--- src/assert_macros.svh ---
// Assertion helpers shared by the RTL.
`ifndef ASSERT_MACROS_SVH
`define ASSERT_MACROS_SVH
`ifndef SYNTH
`define ASSERT_IMPL(label, clk, rstn, ante, cons) \
    label: assert property (@(posedge clk) disable iff (!rstn) (ante) |-> (cons)) \
        else $error("assertion failed");
`define ASSERT_NEXT(label, clk, rstn, ante, cons) \
    label: assert property (@(posedge clk) disable iff (!rstn) (ante) |=> (cons)) \
        else $error("assertion failed");
`else
`define ASSERT_IMPL(label, clk, rstn, ante, cons)
`define ASSERT_NEXT(label, clk, rstn, ante, cons)
`endif
`endif

--- src/rau_pkg.sv ---
package rau_pkg;

    localparam int OPERAND_WIDTH_DEF = 32;

    typedef enum logic [2:0] {
        OP_NORM = 3'd0,
        OP_ADD  = 3'd1,
        OP_SUB  = 3'd2,
        OP_MUL  = 3'd3,
        OP_DIV  = 3'd4,
        OP_CMP  = 3'd5
    } rau_op_t;

    typedef enum logic [1:0] {
        ST_OK       = 2'd0,
        ST_ZERO_DEN = 2'd1,
        ST_DIV_ZERO = 2'd2,
        ST_OVERFLOW = 2'd3
    } rau_status_t;

    typedef enum logic [1:0] {
        CMP_LESS  = 2'd0,
        CMP_EQUAL = 2'd1,
        CMP_GREATER = 2'd2
    } rau_cmp_t;

    typedef struct packed {
        logic [2:0]         req_type;
        logic signed [31:0] a_num;
        logic signed [31:0] a_den;
        logic signed [31:0] b_num;
        logic signed [31:0] b_den;
    } rau_req_t;

    typedef struct packed {
        logic signed [63:0] res_num;
        logic [62:0]        res_den;
        logic [1:0]         cmp_result;
        logic [1:0]         status;
    } rau_res_t;

    // Binary gcd sequencer states.
    typedef enum logic [1:0] {G_IDLE, G_COMMON, G_RUN} rau_gcd_state_t;

    typedef enum logic [3:0] {
        S_IDLE,
        S_MUL0,
        S_MUL1,
        S_MUL2,
        S_COMBINE,
        S_GCD_START,
        S_GCD_WAIT,
        S_DIVN_START,
        S_DIVN_WAIT,
        S_DIVD_START,
        S_DIVD_WAIT,
        S_FINISH,
        S_OUT
    } rau_state_t;

endpackage

--- src/rau_mul.sv ---
module rau_mul
    import rau_pkg::*;
#(
    parameter int W = OPERAND_WIDTH_DEF
) (
    input  logic           aclk,
    input  logic           aresetn,
    input  logic           start,
    input  logic [W-1:0]   op_a,
    input  logic [W-1:0]   op_b,
    output logic [2*W-1:0] product,
    output logic           done
);
    logic [2*W-1:0] prod_reg;
    logic           done_reg;

    always_ff @(posedge aclk) begin
        if (!aresetn) begin
            done_reg <= 1'b0;
        end else begin
            done_reg <= start;
        end
        if (start) begin
            prod_reg <= op_a * op_b;
        end
    end

    assign product = prod_reg;
    assign done    = done_reg;
endmodule

--- config.mk ---
export PLATFORM = sky130hd
export DESIGN_NAME = rau_mul
export DESIGN_NICKNAME = d
export VERILOG_FILES = /design/src/assert_macros.svh /design/src/rau_pkg.sv /design/src/rau_mul.sv
export SDC_FILE = /design/constraint.sdc
export NUM_CORES = 2
export LEC_CHECK = 0
export BUFFER_PORTS_ARGS = -buffer_cell sky130_fd_sc_hd__buf_2
export CORE_MARGIN = 2
export CORE_UTILIZATION = 30
export CTS_CLUSTER_DIAMETER = 120
export DETAILED_ROUTE_END_ITERATION = 10
export SLEW_MARGIN = 20
export SYNTH_ARGS = -nofsm -noshare
export SYNTH_HDL_FRONTEND = slang
export SYNTH_SLANG_ARGS = --single-unit
--- constraint.sdc ---
create_clock -name aclk -period 18.3 [get_ports aclk]
set_clock_uncertainty 0.1 [all_clocks]
set_input_delay 3.66 -clock aclk [delete_from_list [all_inputs] [get_ports aclk]]
set_output_delay 3.66 -clock aclk [all_outputs]
set_load 0.03 [all_outputs]
## After elaboration in Yosys (flattened, before gate mapping)

Index checks and enable logic that the tools add are counted.

| operators by class | value |
|---|---|
| add/sub/neg operators | 0 |
| multiply operators | 1 |
| div/mod/pow operators | 0 |
| $lt $le $gt $ge | 0 |
| equal/unequal tests | 0 |
| shift operators | 0 |
| mux-type cells | 0 |
| bitwise logic cells | 0 |
| reductions and logical operators | 0 |

Operators with widths:

| cell | number |
|---|---|
| 32-bit by 32-bit multiplier with 64-bit output | 1 |

| word-level totals | value |
|---|---|
| bits in registers | 65 |
| latch bits | 0 |
| memory bits (writable) | 0 |
| memory bits (read-only) | 0 |
| input bits | 67 |
| output and inout bits | 65 |
| logic and storage cells | 3 |
| memories kept | 0 |

## Logic depth before layout (Yosys ltp)

| logic depth | value |
|---|---|
| word-level depth | 1 |
| mapped depth | 29 |
| gate-level depth less buffers | 27 |

## Worst setup path before layout

Ideal clock, no wire load.

| path | value |
|---|---|
| kind | input-to-reg |
| from | input port op_a[25] |
| to | register prod_reg[62], in the netlist product[62] (data pin) |
| library setup time | 262 ps |
| arrival time | 10277 ps |
| required time | 17938 ps |
| slack | 7661 ps |
| cell stages on the path | 25 |
| path buffers | 2 |
| cells stage by stage | clkbuf_1 > nand2_1 > fa_1 > inv_1 > fa_1 > inv_1 > fa_1 > inv_1 > fa_1 > fa_1 > fa_1 > fa_1 > inv_1 > fa_1 > inv_1 > ha_1 > buf_2 > nand4_1 > or4_1 > or3_1 > a31oi_1 > a31o_2 > a211oi_1 > o21ai_1 > xor2_1 |

| on the way | value |
|---|---|
| cells in the longest elaborated chain, start to end | 1 |

Ends and longest elaborated chain:

| what | line | RTL |
|---|---|---|
| start: declaration | rau_mul.sv:9 | `input logic [W-1:0] op_a,` |
| 32-bit by 32-bit multiplier with 64-bit output | rau_mul.sv:24 | `prod_reg <= op_a * op_b;` |
| end signal: assignment | rau_mul.sv:24 |  |
| end: declaration | rau_mul.sv:14 | `logic [2*W-1:0] prod_reg;` |

Every way passes these cells.
A chain may end at the register's enable or synchronous reset.

## Final worst setup path

| path | value |
|---|---|
| from | input port op_b[17] |
| to | register prod_reg[62], in the netlist product[62] (data pin) |

| on the way | value |
|---|---|
| cells in the longest elaborated chain, start to end | 1 |

Ends and longest elaborated chain:

| what | line | RTL |
|---|---|---|
| start: declaration | rau_mul.sv:10 | `input logic [W-1:0] op_b,` |
| 32-bit by 32-bit multiplier with 64-bit output | rau_mul.sv:24 |  |

Every way passes these cells.

==> results.py <==
metrics = {
    "status": {
        "status": "complete, no violations",
    },
    "cells_and_area": {
        "ff_latch_area_sq_um": 1940,
        "fin_nets": 4913,
        "fill_cells": 12100,
        "final_cell_area_sq_um": 37500,
        "largest_reg_flops": 64,
        "layout-drive-gt1-share": 0.0477,
        "syn_to_final_growth_pct": 5.98,
        "fin_util": 0.321,
        "multi_input_area_sq_um": 29300,
    },
    "worst_setup_path": {
        "max_stage_delay_ps": 730,
        "crit_type": "in -> reg",
        "cp.required_ps": 18300,
        "crit_fanout": 32,
        "cp_cell_sequence": "buf_2 > nand2_1 > fa_1 > fa_1 > inv_1 > fa_1 > fa_1 > fa_1 > fa_1 > fa_1 > inv_1 > fa_1 > inv_1 > ha_1 > nand4_1 > or4_1 > or3_1 > a31oi_1 > a31o_2 > a211oi_1 > o21ai_1 > xor2_1",
        "crit_top_cell": "fa_1",
        "worst_path_max_delay_cell": "buf_2",
        "arrival_ps": 11700,
        "cp-start-kind": "input pin",
        "critPathCaptureType": "flip-flop",
        "setup.worst_path.start": "op_b[17]",
    },
    "synth": {
        "syn_nets": 4976,
        "synth_edf_count": 64,
        "yosysWarnings": 0,
        "syn-cell-area_sq_um": 35300,
        "synth_area_leader_cell": "fa_1",
        "synth_mux_area_frac": 0.000283,
        "synth_common_cells": "fa_1, inv_1, and2_1, nand2_1, ha_1",
        "ys_seq_area_frac": 0.0549,
        "ys.flop_type": "edfxtp_1",
        "yosysTopAreaCellShare": 0.508,
        "synth-adder-area-share": 0.601,
        "synth-compound-area-share": 0.0407,
        "synthSimpleGateAreaFrac": 0.173,
        "synthDistinctLibCells": 58,
        "async_flop_share": 0,
        "synth_area_leaders": "fa_1, and2_1, ha_1",
        "synthXorXnorAreaFrac": 0.0149,
        "synth_top_family_by_area": "adder cells",
        "postSynthCellCount": 3750,
        "avgSynthCellArea_sq_um": 9.42,
        "ys_seq_elements": 65,
        "synth.most_common_cell": "fa_1",
    },
    "sta": {
        "setup_viol": 0,
        "worst_slack_ps": 6600,
        "worstMarginPinSlew_ps": 1020,
        "relSlewSlack": 0.323,
        "hold_violations": 0,
        "rsz0062_at_grt": "false",
        "layout_min_cycle_time_ps": 11700,
        "maxSlewViolCount": 0,
        "fin_crit_sh": 0.639,
        "timing.fmax_mhz": 85.5,
        "tns_ps": 0,
    },
    "place": {
        "place_ws_ps": 6400,
        "place_congestion": 0.851,
        "dpl_cell_area_sq_um": 37200,
        "numPortBuffers": 131,
        "hpwl_um": 78800,
    },
    "global_routing": {
        "grt_first_pass_wirelength_um": 163000,
        "grt_usage": 0.175,
        "grt_max_degree": 66,
        "globalRouteOverflowTotal": 0,
        "grt_pass1_vias": 27900,
        "grt_use_met2": 0.309,
        "grt_busiest_layer": "met2",
        "antenna_found_initial": 5,
        "grtUsageMet1": 0.216,
        "grt.met3_usage": 0.0290,
    },
    "clocking": {
        "cts_max_level": 3,
        "cts_setup_buffers": 0,
        "cts_sinks": 65,
        "clock_path_buffers": 2,
        "clock-root-buffer": "clkbuf_16",
        "cts-buffers-inserted": 9,
        "ctsHoldBuffers": 0,
        "cts-resized-gates": 0,
        "cts_tree": "built",
        "clkTransAtPathRegs_ps": 60,
    },
    "die": {
        "die_x_um": 347,
        "core.rowCount": 125,
        "core_sq_um": 117000,
        "initial_utilization": 0.303,
        "ioPinCount": 132,
        "fp.dieH_um": 347,
        "die_area_sq_um": 121000,
    },
    "detailed_routing": {
        "drc": 0,
        "drtIter0Drc": 1308,
        "antenna_left": 0,
        "via_per_inst": 4.77,
        "wl_per_cell_um": 19.5,
        "firstDrtPassIters": 5,
        "vias": 24900,
        "drt_wl_total_um": 102000,
    },
    "hold_path": {
        "hold_class": "in -> reg",
        "min-delay-start": "aresetn",
    },
    "flow_run": {
        "maxCapViolCount": 0,
    },
}
==> per-stage QoR <==
step	instances	hold WS, ps
after floorplan	3750	3670
after global routing	5217	3400
after detailed placement	5200	3780
final	5219	3410
after global placement	5200	3770
after CTS	5216	3400
==> kinds of logic (layout without fill, tap and decap cells) <==
group / Yosys count / after routing
adder cells (fa/ha/maj): 1159 / 1159
buffers and inverters: 1085 / 1027
multiplexers: 1 / 1
flip-flops: 65 / 65
AO/OA/AOI/OAI: 202 / 202
AND/OR/NAND/NOR: 1178 / 1178
XOR/XNOR: 60 / 60
other: 0 / 3
==> routing by layer <==
layer  vias to the layer above  routed length, um
li1                      10800                  -
met1                     13200              40500
met2                       772              51600
met3                       185               5820
met4                         4               4070
met5                         -                 26
==> worst max-delay path, delay by kind of cell <==
family	cells	cell delay, ps
AO/OA/AOI/OAI	4	1260
XOR/XNOR	1	80
adder cells (fa/ha/maj)	9	4480
buffers and inverters	4	890
AND/OR/NAND/NOR	4	1270
==> path summary, 6_finish.rpt <==
| path | endpoint | slack (ps) | cells past startpoint |
|---|---|---|---|
| worst min-delay path | done | 3410 | 2 |
| worst max-delay path | product[62] | 6600 | 22 |
==> final cells by class <==
class / instances / share of cell area
multi-input cells: 2600 / 0.783
inverters: 865 / 0.0867
flip-flops and latches: 65 / 0.0518
well taps: 1524 / 0.0509
repair buffers: 146 / 0.0205
clock buffers: 11 / 0.00621
clock inverters: 5 / 0.000868
diodes: 3 / 0.000200
==> cells in the final DEF, fill, tap and decap left out, types with 10 or more instances in the layout <==
cell type / instances
nand4_1: 23
buf_4: 15
a21o_1: 40
nand3_1: 10
o21bai_1: 10
a21oi_1: 63
inv_1: 865
nand2_1: 480
a31oi_1: 12
ha_1: 263
nor2_1: 20
and2_1: 603
xor2_1: 25
and3_1: 14
edfxtp_1: 64
xnor2_1: 35
o21ai_0: 21
fa_1: 896
buf_2: 131
Power is left out: the tool's default activity adds up to more than one toggle a clock period on the data nets, which glitch-free logic cannot reach.
