$ cat config.mk
export PLATFORM = sky130hd
export DESIGN_NAME = rau_gcd
export DESIGN_NICKNAME = d
export VERILOG_FILES = /design/src/rau_pkg.sv /design/src/rau_gcd.sv
export VERILOG_INCLUDE_DIRS = /design/src /design/src/src
export SDC_FILE = /design/constraint.sdc
export NUM_CORES = 1
export LEC_CHECK = 0
export BUFFER_PORTS_ARGS = -buffer_cell sky130_fd_sc_hd__buf_2
export CAP_MARGIN = 20
export CORE_MARGIN = 2
export CORE_UTILIZATION = 44
export CTS_CLUSTER_DIAMETER = 120
export CTS_CLUSTER_SIZE = 14
export DETAILED_ROUTE_END_ITERATION = 8
export PLACE_DENSITY = 0.74
export SYNTH_ARGS = -nofsm -noshare
export SYNTH_HDL_FRONTEND = slang
export SYNTH_SLANG_ARGS = --single-unit
$ cat constraint.sdc
create_clock -name aclk -period 13.2 [get_ports aclk]
set_input_delay 0.66 -clock aclk [delete_from_list [all_inputs] [get_ports aclk]]
set_output_delay 0.66 -clock aclk [all_outputs]
set_load 0.01 [all_outputs]
$ cat src/assert_macros.svh
// Assertion helpers shared by the RTL.
`ifndef ASSERT_MACROS_SVH
`define ASSERT_MACROS_SVH
`ifndef SYNTH
`define ASSERT_IMPL(label, clk, rstn, ante, cons) \
    label: assert property (@(posedge clk) disable iff (!rstn) (ante) |-> (cons)) \
        else $error("assertion failed");
`define ASSERT_NEXT(label, clk, rstn, ante, cons) \
    label: assert property (@(posedge clk) disable iff (!rstn) (ante) |=> (cons)) \
        else $error("assertion failed");
`else
`define ASSERT_IMPL(label, clk, rstn, ante, cons)
`define ASSERT_NEXT(label, clk, rstn, ante, cons)
`endif
`endif

$ cat src/rau_pkg.sv
package rau_pkg;

    localparam int OPERAND_WIDTH_DEF = 32;

    typedef enum logic [2:0] {
        OP_NORM = 3'd0,
        OP_ADD  = 3'd1,
        OP_SUB  = 3'd2,
        OP_MUL  = 3'd3,
        OP_DIV  = 3'd4,
        OP_CMP  = 3'd5
    } rau_op_t;

    typedef enum logic [1:0] {
        ST_OK       = 2'd0,
        ST_ZERO_DEN = 2'd1,
        ST_DIV_ZERO = 2'd2,
        ST_OVERFLOW = 2'd3
    } rau_status_t;

    typedef enum logic [1:0] {
        CMP_LESS  = 2'd0,
        CMP_EQUAL = 2'd1,
        CMP_GREATER = 2'd2
    } rau_cmp_t;

    typedef struct packed {
        logic [2:0]         req_type;
        logic signed [31:0] a_num;
        logic signed [31:0] a_den;
        logic signed [31:0] b_num;
        logic signed [31:0] b_den;
    } rau_req_t;

    typedef struct packed {
        logic signed [63:0] res_num;
        logic [62:0]        res_den;
        logic [1:0]         cmp_result;
        logic [1:0]         status;
    } rau_res_t;

    // Binary gcd sequencer states.
    typedef enum logic [1:0] {G_IDLE, G_COMMON, G_RUN} rau_gcd_state_t;

    typedef enum logic [3:0] {
        S_IDLE,
        S_MUL0,
        S_MUL1,
        S_MUL2,
        S_COMBINE,
        S_GCD_START,
        S_GCD_WAIT,
        S_DIVN_START,
        S_DIVN_WAIT,
        S_DIVD_START,
        S_DIVD_WAIT,
        S_FINISH,
        S_OUT
    } rau_state_t;

endpackage

$ cat src/rau_gcd.sv
`include "assert_macros.svh"
module rau_gcd
    import rau_pkg::*;
(
    input  logic        aclk,
    input  logic        aresetn,
    input  logic        start,
    input  logic [63:0] x_in,
    input  logic [63:0] y_in,
    output logic [63:0] gcd,
    output logic        done
);
    // Binary gcd: strip common twos, then subtract-and-shift one step per cycle.
    rau_gcd_state_t st_reg, st_next;
    logic [63:0] x_reg, x_next, y_reg, y_next;
    logic [6:0]  sh_reg, sh_next;
    logic        done_reg, done_next;

    always_ff @(posedge aclk) begin
        if (!aresetn) begin
            st_reg   <= G_IDLE;
            done_reg <= 1'b0;
        end else begin
            st_reg   <= st_next;
            done_reg <= done_next;
        end
        x_reg  <= x_next;
        y_reg  <= y_next;
        sh_reg <= sh_next;
    end

    always_comb begin
        st_next   = st_reg;
        x_next    = x_reg;
        y_next    = y_reg;
        sh_next   = sh_reg;
        done_next = 1'b0;
        case (st_reg)
            G_IDLE: begin
                if (start) begin
                    x_next  = x_in;
                    y_next  = y_in;
                    sh_next = '0;
                    st_next = G_COMMON;
                end
            end
            G_COMMON: begin
                if (((x_reg | y_reg) & 64'd1) == 64'd0) begin
                    x_next  = x_reg >> 1;
                    y_next  = y_reg >> 1;
                    sh_next = sh_reg + 7'd1;
                end else begin
                    st_next = G_RUN;
                end
            end
            G_RUN: begin
                if (!x_reg[0]) begin
                    x_next = x_reg >> 1;
                end else if (y_reg == 64'd0) begin
                    st_next   = G_IDLE;
                    done_next = 1'b1;
                end else if (!y_reg[0]) begin
                    y_next = y_reg >> 1;
                end else if (x_reg > y_reg) begin
                    x_next = y_reg;
                    y_next = x_reg - y_reg;
                end else begin
                    y_next = y_reg - x_reg;
                end
            end
            default: st_next = G_IDLE;
        endcase
    end

    assign gcd  = x_reg << sh_reg[5:0];
    assign done = done_reg;

    `ASSERT_NEXT(a_gcd_done_idle, aclk, aresetn, done_reg, st_reg == G_IDLE || start)
    `ASSERT_IMPL(a_gcd_shift, aclk, aresetn, st_reg != G_IDLE, sh_reg < 7'd64)
    `ASSERT_IMPL(a_gcd_odd, aclk, aresetn, st_reg == G_RUN && y_reg != 64'd0, x_reg != 64'd0)
endmodule

# Yosys cells after proc, flatten, opt, wreduce, memory -nomap -nowiden
# Index checks and enable logic that the tools add are counted.
# op_classes
addsub	3
multipliers	0
div_mod_pow	0
magnitude_cmp	1
eq_ne	11
n_shift	1
muxes	23
n_bitwise	1
n_reduce_logical	11
# op_table
op	n
$mux 64	12
$pmux 64 s3	2
$logic_not 64->1	2
$sub 64x64->64	2
$gt 64x64->1	1
$shl 64x6->64	1
$mux 7	2
$pmux 7 s2	1
$ne 2x2->1 const B	6
$ne 3x3->1 const B	3
$reduce_and 3->1	3
$mux 2	4
$add 7x1->7 const B	1
$pmux 2 s3	1
$reduce_and 6->1	1
$reduce_and 5->1	1
$reduce_and 4->1	1
$reduce_bool 3->1	1
$eq 2x1->1 const B	1
$eq 2x2->1 const B	1
$logic_not 2->1	1
$reduce_bool 2->1	1
$mux 1	1
$or 1x1->1	1
# totals
ff_bits	138
latchBits	0
ram_bits	0
mem_bits_ro	0
input_bits	131
output_inout_bits	65
elab_cells	57
n_memories	0

# Longest topological paths before layout
# depth
word_depth	6
depth_mapped	18

# Worst setup path before layout
# No wires, ideal clock.
# synth_path
path_type	reg2reg
from	register y_reg[61]
to	register x_reg[10] (enable)
setup_time_ns	0.428
arrival_ns	4.229
setup_slack_ns	8.543
stages_incl_launch_ff	16
n_path_buf	5
synth_period_minus_slack_ns	4.657
path_cell_list	edfxtp_1 > ha_1 > buf_4 > and3_1 > buf_4 > nor3b_2 > a22oi_1 > o2bb2ai_2 > mux2_2 > a21o_1 > buf_6 > buf_2 > buf_2 > o21a_1 > o21ai_0 > and2_1
# synth_between
elab_chain_len	3
elab_cells_between_ends	5
# synth_rtl
item	line_no	text
from (decl)	rau_gcd.sv:15	logic [63:0] x_reg, x_next, y_reg, y_next;
from (signal assigned)	rau_gcd.sv:28	y_reg <= y_next;
$gt 64x64->1 or $logic_not 64->1 (tied branches)	rau_gcd.sv:64, rau_gcd.sv:59	
$ne 3x3->1 (no line)	-	
$reduce_and 6->1 (no line) *	-	
to (signal assigned)	rau_gcd.sv:27	x_reg <= x_next;
to (decl)	rau_gcd.sv:15	
# Every way passes the cells marked *; elsewhere a longest branch is shown, timed or not.
# A chain may end at the register's enable or synchronous reset.

# Final worst setup path
# layout_path
from	register x_reg[0]
to	register x_reg[27] (enable)
# layout_between
elab_chain_len	4
elab_cells_between_ends	8
# layout_rtl
item
parallel branches: the longest is 3 deep, another holds $gt 64x64->1
$reduce_and 6->1 (no line) *
# Mark *: on every way between the ends.

==> out/qor.yml <==
sta:
  slew_headroom: 0.211
  fin_crit_ps: 5560
  maxSlewViolCount: 0
  setup_ws_ps: 7640
  setup_tns_ps: 0
  finalSetupViolations: 0
  rsz0062_at_grt: "no"
  timing.final.crit_share: 0.421
  skew_ps: 13.2
  timing.fmax_mhz: 180
  worst_pin_slew_ps: 1180
  finalHoldViolCount: 0
global_routing:
  grt_max_degree: 85
  grt_pass1_wl_um: 115000
  overflow: 0
  antenna_found_initial: 1
  grt_usage: 0.351
  grt_pass1_vias: 18100
finish:
  final_common_cell: "nor2_1"
  finalCoreUtilization: 0.486
  layout_common_cells: "348 x nor2_1, 254 x a21oi_1, 195 x buf_2"
  fillers: 4014
  ff_latch_area_sq_um: 4080
  areaGrowthSynthToFinish_pct: 8.99
  multi_input_area_sq_um: 12800
  drive_gt1_frac: 0.154
  fin_nets: 2648
clocking:
  path_clk_slew_ps: 70
  numClockSinks: 137
  insertion_delay_ps: 470
  cts_buffers: 17
  cts_resized: 0
  root_buffer: "clkbuf_16"
  clockBufferDepth: 2
  htreeDepth: 4
  post_cts_buffers: 0
  cts_tree: "yes"
  cts_hold_buf: 0
yosys:
  synthDistinctLibCells: 75
  synthFlopType: "edfxtp_1"
  ys_warn_count: 0
  syn_inst: 2321
  synth-edff-count: 134
  syn_nets: 2589
  synth_area_per_cell_sq_um: 7.85
  ys_seq_elements: 137
  synth_top_cell_area_share: 0.221
  ys_top_cells_by_area: "edfxtp_1 22%, ha_1 9.3%, nor2_1 7.2%, a21oi_1 7.0%, mux4_2 6.5%"
  ys_async_sr_fraction: 0
  syn_area_sq_um: 18200
  seq_area_frac_synth: 0.224
  synth_top_cell_by_area: "edfxtp_1"
min_path:
  hold_path.class: "input pin to flop"
  holdPathEnd: "st_reg[1]"
  hold_start: "aresetn"
  holdPathStages: 2
critical_path:
  crit_path_cell_trace: "inv_1, ha_1, inv_1, fa_1, a211oi_2, o211ai_1, a31o_1, a211o_1, a21oi_2, a21o_2, buf_4, o21a_1, o21ai_0, and2_2, buf_4"
  required_ps: 13360
  worst_setup_path_start_kind: "flop"
  worstPathMaxFanout: 34
  r2r_slack_ps: 7640
  slowest_delay_ps: 670
  crit_path_top_delay_cell: "a21o_2"
  r2r-end: "x_reg[27]"
  crit_arrival_ps: 5710
  reg2regPathDepth: 15
  cp-end-kind: "flop"
  cp_top_family: "compound AO/OA/AOI/OAI gates"
  r2r_start: "x_reg[0]"
  critPathKind: "flop to flop"
  worst-path-buf-inv: 4
floorplanning:
  rows: 74
  fp.dieH_um: 208
  core_area_sq_um: 40800
  fp.dieArea_sq_um: 43100
  ioPinCount: 196
  start_util: 0.446
  dieWidth_um: 208
routing:
  first_iter_violations: 2763
  avgViaCountPerCell: 6.59
  num_vias: 19300
  firstDrtPassIters: 6
  wl_per_cell_um: 26.5
  drt-total-wl_um: 77600
  detail-route-antenna-nets: 0
  drc: 0
run_status:
  outcome: "finished, final reports clean"
run:
  cap_violations: 0
placed_design:
  io_buffers: 195
  gp_congestion: 1.06
  preCtsSetupSlack_ps: 7740
  place_hpwl_um: 60000
[cell families after synthesis]
| logic type | Yosys count | share of synthesized area |
|---|---|---|
| AOI/OAI and AO/OA | 773 | 0.274 |
| xor gates and xnor gates | 66 | 0.0317 |
| adders and majority gates | 137 | 0.0949 |
| buffers and inverters | 335 | 0.0742 |
| DFF | 137 | 0.224 |
| muxes | 167 | 0.132 |
| and+or+nand+nor | 706 | 0.169 |
[final cells by class]
type | instances | share of cell area
clock inverters | 14 | 0.00668
repair buffers | 217 | 0.0575
well taps | 532 | 0.0335
multi-input cells | 1849 | 0.645
clock buffers | 17 | 0.0214
flip-flops and latches | 137 | 0.206
diodes | 2 | 0.000252
inverters | 158 | 0.0299
[routing by layer]
metal / vias up / global-route usage / part of all wire
met5: - / 0 / 0
met4: 0 / 0.165 / 0.049
met1: 9314 / 0.479 / 0.42
met2: 1131 / 0.540 / 0.44
li1: 8671 / - / -
met3: 180 / 0.0596 / 0.090
[how the worst max path moves through the flow]
stage / slack (ps) / from / cells after the start / endpoint
final: 7640 / x_reg[0] / 15 / x_reg[27]
after global routing: 7450 / x_reg[0] / 15 / x_reg[30]
after CTS: 7720 / x_reg[0] / 15 / x_reg[34]
after detailed placement: 7740 / x_reg[0] / 15 / x_reg[28]
after global placement: 7830 / x_reg[0] / 15 / x_reg[31]
after floorplan: 8540 / y_reg[61] / 15 / x_reg[10]
[metrics by stage]
step           area, sq um  hold WS [ps]  instances
6_report             19900           422       2926
3_5_place_dp         19300           577       2893
4_1_cts              19900           406       2924
2_1_floorplan        18200           529       2321
5_1_grt              19900           439       2924
3_3_place_gp         19300           560       2893
[cells in the mapped netlist, types with 10 or more instances]
master      n
buf_2      43
edfxtp_1  134
o21ai_0   147
a31oi_1    19
a221o_1    21
nand2b_1   10
a21o_1     66
inv_1     156
buf_1      23
nand3_1    27
mux2i_1    68
nand4_1    29
nor4_1     23
a21oi_1   254
clkbuf_1  103
nand2_1   164
nor2_1    348
o22ai_1    31
a22oi_1    20
ha_1      135
and2_1     16
o21bai_1   22
o211ai_1   20
o31ai_1    12
o221ai_1   12
and3_1     27
nor3_1     25
a211oi_1   14
nor2b_1    15
xnor2_1    37
a221oi_1   70
mux4_2     53
xor2_1     29
mux2_2     44
Power is left out: the tool's default activity adds up to more than one toggle a clock period on the data nets, which glitch-free logic cannot reach.
