**src/assert_macros.svh**
```systemverilog
// Assertion helpers shared by the RTL.
`ifndef ASSERT_MACROS_SVH
`define ASSERT_MACROS_SVH
`ifndef SYNTH
`define ASSERT_IMPL(label, clk, rstn, ante, cons) \
    label: assert property (@(posedge clk) disable iff (!rstn) (ante) |-> (cons)) \
        else $error("assertion failed");
`define ASSERT_NEXT(label, clk, rstn, ante, cons) \
    label: assert property (@(posedge clk) disable iff (!rstn) (ante) |=> (cons)) \
        else $error("assertion failed");
`else
`define ASSERT_IMPL(label, clk, rstn, ante, cons)
`define ASSERT_NEXT(label, clk, rstn, ante, cons)
`endif
`endif

```
**src/rau_pkg.sv**
```systemverilog
package rau_pkg;

    localparam int OPERAND_WIDTH_DEF = 32;

    typedef enum logic [2:0] {
        OP_NORM = 3'd0,
        OP_ADD  = 3'd1,
        OP_SUB  = 3'd2,
        OP_MUL  = 3'd3,
        OP_DIV  = 3'd4,
        OP_CMP  = 3'd5
    } rau_op_t;

    typedef enum logic [1:0] {
        ST_OK       = 2'd0,
        ST_ZERO_DEN = 2'd1,
        ST_DIV_ZERO = 2'd2,
        ST_OVERFLOW = 2'd3
    } rau_status_t;

    typedef enum logic [1:0] {
        CMP_LESS  = 2'd0,
        CMP_EQUAL = 2'd1,
        CMP_GREATER = 2'd2
    } rau_cmp_t;

    typedef struct packed {
        logic [2:0]         req_type;
        logic signed [31:0] a_num;
        logic signed [31:0] a_den;
        logic signed [31:0] b_num;
        logic signed [31:0] b_den;
    } rau_req_t;

    typedef struct packed {
        logic signed [63:0] res_num;
        logic [62:0]        res_den;
        logic [1:0]         cmp_result;
        logic [1:0]         status;
    } rau_res_t;

    // Binary gcd sequencer states.
    typedef enum logic [1:0] {G_IDLE, G_COMMON, G_RUN} rau_gcd_state_t;

    typedef enum logic [3:0] {
        S_IDLE,
        S_MUL0,
        S_MUL1,
        S_MUL2,
        S_COMBINE,
        S_GCD_START,
        S_GCD_WAIT,
        S_DIVN_START,
        S_DIVN_WAIT,
        S_DIVD_START,
        S_DIVD_WAIT,
        S_FINISH,
        S_OUT
    } rau_state_t;

endpackage

```
**src/rau_div.sv**
```systemverilog
module rau_div
    import rau_pkg::*;
(
    input  logic        aclk,
    input  logic        aresetn,
    input  logic        start,
    input  logic [63:0] dividend,
    input  logic [63:0] divisor,
    output logic [63:0] quotient,
    output logic        done
);
    // Restoring division, one quotient bit per cycle.
    logic [63:0] q_reg, q_next, r_reg, r_next, d_reg, d_next;
    logic [6:0]  cnt_reg, cnt_next;
    logic        busy_reg, busy_next, done_reg, done_next;
    logic [64:0] trial;

    always_ff @(posedge aclk) begin
        if (!aresetn) begin
            busy_reg <= 1'b0;
            done_reg <= 1'b0;
        end else begin
            busy_reg <= busy_next;
            done_reg <= done_next;
        end
        q_reg   <= q_next;
        r_reg   <= r_next;
        d_reg   <= d_next;
        cnt_reg <= cnt_next;
    end

    always_comb begin
        q_next    = q_reg;
        r_next    = r_reg;
        d_next    = d_reg;
        cnt_next  = cnt_reg;
        busy_next = busy_reg;
        done_next = 1'b0;
        trial     = {r_reg, q_reg[63]};
        if (!busy_reg) begin
            if (start) begin
                q_next    = dividend;
                r_next    = '0;
                d_next    = divisor;
                cnt_next  = '0;
                busy_next = 1'b1;
            end
        end else begin
            if (trial >= {1'b0, d_reg}) begin
                r_next = 64'(trial - {1'b0, d_reg});
                q_next = {q_reg[62:0], 1'b1};
            end else begin
                r_next = trial[63:0];
                q_next = {q_reg[62:0], 1'b0};
            end
            cnt_next = cnt_reg + 7'd1;
            if (cnt_reg == 7'd63) begin
                busy_next = 1'b0;
                done_next = 1'b1;
            end
        end
    end

    assign quotient = q_reg;
    assign done     = done_reg;
endmodule

```
**config.mk**
```make
export PLATFORM = sky130hd
export DESIGN_NAME = rau_div
export DESIGN_NICKNAME = d
export VERILOG_FILES = /design/src/assert_macros.svh /design/src/rau_pkg.sv /design/src/rau_div.sv
export SDC_FILE = /design/constraint.sdc
export NUM_CORES = 1
export LEC_CHECK = 0
export BUFFER_PORTS_ARGS = -buffer_cell sky130_fd_sc_hd__buf_2
export CORE_UTILIZATION = 35
export CTS_BUF_LIST = sky130_fd_sc_hd__clkbuf_8
export DETAILED_ROUTE_END_ITERATION = 12
export SLEW_MARGIN = 20
export SYNTH_ARGS = -nofsm -noshare
export SYNTH_HDL_FRONTEND = slang
export SYNTH_SLANG_ARGS = --single-unit
```
**constraint.sdc**
```tcl
create_clock -name aclk -period 4 [get_ports aclk]
set_input_delay 0.2 -clock aclk [delete_from_list [all_inputs] [get_ports aclk]]
set_output_delay 0.2 -clock aclk [all_outputs]
set_load 0.05 [all_outputs]
```
## Word level (Yosys, flattened, before mapping)

Index checks and enable logic that the tools add are counted.

- Add/subtract/negate cells: 2
- $lt $le $gt $ge: 1
- Equal/unequal tests: 1
- Muxes and demuxes: 12
- Bitwise gates (word level): 1
- Reductions and logical operators: 3

Operator list:

| kind | number |
|---|---|
| 64-bit two-way mux | 5 |
| 65-bit by 64-bit greater-or-equal comparator with 1-bit output | 1 |
| 64-bit subtractor | 1 |
| 7-bit two-way mux | 2 |
| 7-bit by 1-bit adder with 7-bit output (second input constant) | 1 |
| 7-bit by 6-bit equality test with 1-bit output (second input constant) | 1 |
| 1-bit two-way mux | 5 |
| 2-bit AND reduction | 2 |
| 2-bit nonzero test | 1 |
| 1-bit inverter | 1 |

- Register bits after elaboration: 201
- Bits of input ports: 131
- Output and inout port bits: 65
- Logic and storage cells: 26

## Depth between registers and ports, before layout

- Depth in word-level cells: 3
- Gate-level depth with buffers: 14

## Worst setup path after synthesis

No wires, ideal clock.

- Kind: register -> register
- From: register busy_reg
- To: register d_reg[0], enable pin
- Library setup time: 493 ps
- Arrival: 3747 ps
- Path slack: -240 ps
- Cell stages (with the launch flop): 5
- Buffers on the path: 3
- Clock period less this slack: 4240 ps
- Path through: dfxtp_1 -> clkbuf_1 -> clkbuf_1 -> buf_1 -> nor2b_1

- Longest elaborated chain between the ends: 2

Ends and longest elaborated chain:

| item | RTL line | text |
|---|---|---|
| from (decl) | rau_div.sv:15 | `logic busy_reg, busy_next, done_reg, done_next;` |
| from (signal assigned) | rau_div.sv:23 | `busy_reg <= busy_next;` |
| 1-bit inverter (no line) | - |  |
| 2-bit AND reduction (no line) | - |  |
| to (signal assigned) | rau_div.sv:28 | `d_reg <= d_next;` |
| to (decl) | rau_div.sv:13 | `logic [63:0] q_reg, q_next, r_reg, r_next, d_reg, d_next;` |

Every way passes these cells.
A chain may end at the register's enable or synchronous reset.

## Final worst setup path

- From: register r_reg[54]
- To: register r_reg[57] (data pin)

- Longest elaborated chain between the ends: 3
- Elaborated cells between the ends (all ways): 4

Ends and longest elaborated chain:

| item | RTL line | text |
|---|---|---|
| from (decl) | rau_div.sv:13 |  |
| from (signal assigned) | rau_div.sv:27 | `r_reg <= r_next;` |
| 64-bit subtractor / 65-bit by 64-bit greater-or-equal comparator with 1-bit output (equally long branches) | rau_div.sv:50, rau_div.sv:49 |  |
| 64-bit two-way mux * | rau_div.sv:49 | `if (trial >= {1'b0, d_reg}) begin` |
| 64-bit two-way mux * | rau_div.sv:40 | `if (!busy_reg) begin` |

Every way passes the cells marked *; elsewhere a longest branch is shown, timed or not.

==> Implementation_results.wiki <==
{| class="wikitable"
! Metric !! Value
|-
| CTS tree || yes
|-
| Peak VDD IR || 0.321 mV
|-
| Setup violations, final || 0
|-
| Number of flip-flops and latches in the synthesized netlist || 201
|-
| Cell types occupying the most area after synthesis || sky130_fd_sc_hd__edfxtp_1 48%, sky130_fd_sc_hd__ha_1 6.5%, sky130_fd_sc_hd__mux2_2 5.7%
|-
| Final hold vios || 0
|-
| Number of warnings issued by yosys || 0
|-
| Synth Cell Area || 12400 um2
|-
| Result of the run || completed
|-
| Number of instances in the synthesized netlist || 1207
|-
| Asr flop ratio synth || 0
|-
| Fraction of synthesized cell area taken by the top area cell type || 0.481
|-
| Library cells used by synthesis || 82
|-
| Startpoint kind of the worst setup timing path || flip-flop
|-
| Kind of capture point of the worst setup path || flip-flop
|-
| Top-level I/O count || 196
|-
| Worst Setup Slack post-DPL || 0.368 ns
|-
| Number of max-cap violations || 0
|-
| Top routing layer in use || met4
|-
| Gpl congestion || 0.894
|-
| Max-Slew Margin vs Limit || 0.395
|-
| Overall die area || 36300 um2
|-
| Detail Route met2 WL || 16.2 mm
|-
| Routed length on met1 || 15.4 mm
|-
| Initial Utilization || 0.358
|-
| Placement Cell Area || 13800 um2
|-
| Overall power || 0.00726 W
|-
| Max Clk Rate || 273 MHz
|-
| Overall overflow remaining after global route || 0
|-
| Highest-count cells in the layout ignoring fill and taps || 199 x sky130_fd_sc_hd__edfxtp_1, 195 x sky130_fd_sc_hd__buf_2, 131 x sky130_fd_sc_hd__nand2_1
|-
| Crit path time final || 3.67 ns
|-
| Floorplan die width || 190 um
|-
| PD cells || 458 nW/um2
|-
| Antenna diode count || 0
|-
| RSZ-0062 raised after global routing || false
|-
| Row count || 68
|-
| Worst-Margin Slew || 0.906 ns
|-
| Largest area contributor in the synthesized netlist || sky130_fd_sc_hd__edfxtp_1
|-
| Final number of max-transition violations || 0
|-
| Maximum fanout along the worst path || 18
|-
| Arrival time reported for the critical path endpoint || 4.06 ns
|-
| Vias post-DR || 10500
|-
| Insertion delay of the later-clocked pin in the worst-skew pair || 0.56 ns
|-
| Per-cell via count in the routed design || 5.22
|-
| Number of buffers created by CTS || 39
|-
| Longest Clk Path Bufs || 3
|-
| Max Clock Skew || 0.0227 ns
|-
| Crit path required time || 4.40 ns
|-
| Clk pin slew, worst setup/hold paths || 0.06 ns
|-
| GRT Resource Usage Total || 0.197
|-
| Clk root buf || sky130_fd_sc_hd__clkbuf_8
|-
| Total Nets Final || 1722
|-
| Share of final-layout standard cells stronger than drive strength 1 || 0.235
|-
| Total of buffers placed on input and output ports || 195
|-
| Total non-filler cell area in the finished layout || 15800 um2
|-
| Most common cell after layout, fill and taps aside || sky130_fd_sc_hd__edfxtp_1
|-
| Drt pass-1 iters || 5
|-
| Crit share post-route || 0.917
|-
| Global-route wire length before repair || 56.6 mm
|-
| Total number of H-tree levels || 2
|-
| Iter 0 DRT Violations || 683
|-
| HPWL after detailed placement || 24.3 mm
|-
| Relative area change from synthesis to final layout || 27.5%
|-
| Total met3 wirelength after detailed routing || 2.73 mm
|-
| Worst hold path type || in -> reg
|-
| Post-synthesis average cell area || 10.3 um2
|-
| WL per Instance || 17.7 um
|-
| Initial antenna violation count || 0
|-
| Leakage power of the design || 6.66 nW
|-
| Number of global-route vias before repair || 10500
|-
| Setup ws final || 0.331 ns
|-
| Seq/Total Area, Yosys || 0.484
|-
| Count of unresolved DRC violations after routing || 0
|-
| Detail Route Antenna Nets || 0
|-
| Die Height || 190 um
|-
| Post-Synthesis Net Count || 1404
|-
| Number of clock sinks seen by CTS || 201
|-
| Pin count of the biggest net entering global routing || 72
|-
| Core outline area || 34700 um2
|-
| Class of the most critical setup path || reg -> reg
|-
| Total Routed Length || 35.5 mm
|-
| Main flop type after synthesis || sky130_fd_sc_hd__edfxtp_1
|-
| R2r setup slk || 0.33 ns
|-
| EDFF count, synth || 199
|-
| Setup TNS after final layout || 0 ns
|}
cell type report:
type	instances	area, um2
repair buffers	338	2420
multi-input cells	855	5750
flip-flops and latches	201	6020
inverters	90	338
clock inverters	26	120
well taps	455	569
fillers	3256	18900
clock buffers	45	619
kinds of logic (layout without fill, tap and decap cells):
family / Yosys count / count (layout) / share of synthesized area
buf+inv: 151 / 499 / 0.0540
compound gates: 313 / 313 / 0.159
fa+ha+maj: 66 / 66 / 0.0671
simple gates: 364 / 364 / 0.144
flops: 201 / 201 / 0.484
xor+xnor: 48 / 48 / 0.0338
mux: 64 / 64 / 0.0579
synthesized netlist by cell type, types with 3 or more instances:
library cell / n
sky130_fd_sc_hd__o21ai_0: 37
sky130_fd_sc_hd__a21boi_0: 3
sky130_fd_sc_hd__a311oi_1: 3
sky130_fd_sc_hd__a211o_1: 3
sky130_fd_sc_hd__o22ai_1: 6
sky130_fd_sc_hd__ha_1: 65
sky130_fd_sc_hd__nand2b_1: 8
sky130_fd_sc_hd__buf_4: 4
sky130_fd_sc_hd__o21ai_1: 17
sky130_fd_sc_hd__or2_2: 10
sky130_fd_sc_hd__or3b_1: 3
sky130_fd_sc_hd__o31ai_1: 6
sky130_fd_sc_hd__nand3b_1: 3
sky130_fd_sc_hd__a21oi_1: 122
sky130_fd_sc_hd__xnor2_1: 24
sky130_fd_sc_hd__mux2_2: 63
sky130_fd_sc_hd__nand4_1: 19
sky130_fd_sc_hd__a21o_1: 29
sky130_fd_sc_hd__nand3_1: 50
sky130_fd_sc_hd__nor3_1: 24
sky130_fd_sc_hd__buf_2: 22
sky130_fd_sc_hd__nand2_1: 131
sky130_fd_sc_hd__edfxtp_1: 199
sky130_fd_sc_hd__a31oi_1: 8
sky130_fd_sc_hd__nor4_1: 3
sky130_fd_sc_hd__and2_1: 6
sky130_fd_sc_hd__a211oi_1: 17
sky130_fd_sc_hd__and3_1: 8
sky130_fd_sc_hd__o211ai_1: 10
sky130_fd_sc_hd__nor2_1: 64
sky130_fd_sc_hd__o2111ai_1: 3
sky130_fd_sc_hd__or3_1: 5
sky130_fd_sc_hd__inv_1: 90
sky130_fd_sc_hd__and4_1: 4
sky130_fd_sc_hd__xor2_1: 24
sky130_fd_sc_hd__clkbuf_1: 25
sky130_fd_sc_hd__nor2b_1: 7
sky130_fd_sc_hd__nor3b_1: 3
sky130_fd_sc_hd__o21bai_1: 12
sky130_fd_sc_hd__buf_6: 5
sky130_fd_sc_hd__o21a_1: 7
worst max-delay path: stages, from the launching register on:
cell and delay (ns):
sky130_fd_sc_hd__edfxtp_1 0.40, sky130_fd_sc_hd__ha_1 0.59, sky130_fd_sc_hd__nand4_1 0.29, sky130_fd_sc_hd__nor4_4 0.47, sky130_fd_sc_hd__nand4_2 0.13, sky130_fd_sc_hd__o21ai_2 0.26, sky130_fd_sc_hd__a41oi_2 0.09, sky130_fd_sc_hd__a21o_2 0.38
sky130_fd_sc_hd__buf_12 0.22, sky130_fd_sc_hd__or4_1 0.52, sky130_fd_sc_hd__a21oi_1 0.14
power by group:
part	total [W]	internal, W	switching [W]
Combinational	0.00251	0.000940	0.00157
Clock	0.00199	0.00103	0.000954
Sequential	0.00276	0.00261	0.000143
Total	0.00726	0.00459	0.00267
layer usage:
metal  global-route usage  up-vias
li1                     -     5070
met1                0.256     4923
met2                0.316      426
met3               0.0506       82
met4               0.0717        0
met5                    0        -
through the flow:
step           hold slack [ns]  utilization  std cells
4_1_cts                  0.204        0.456       2010
3_5_place_dp             0.378        0.398       1810
3_3_place_gp             0.379        0.398       1810
5_1_grt                  0.224        0.456       2010
2_1_floorplan            0.299            -       1207
6_report                 0.224        0.456       2010
path summary, 6_finish.rpt:
kind | start | to | cells past startpoint
worst max-delay path | r_reg[54] | r_reg[57] | 10
worst max register to register | r_reg[54] | r_reg[57] | 10
worst min-delay path | start | d_reg[6] | 2
worst min register to register | cnt_reg[6] | busy_reg | 2
repair_timing:
item,4_1_cts,5_1_grt
buffers inserted,0,0
gates resized for setup,0,0
hold endpoints to repair,130,0
hold buffers,129,0
Power figures use the tool's default switching activity.
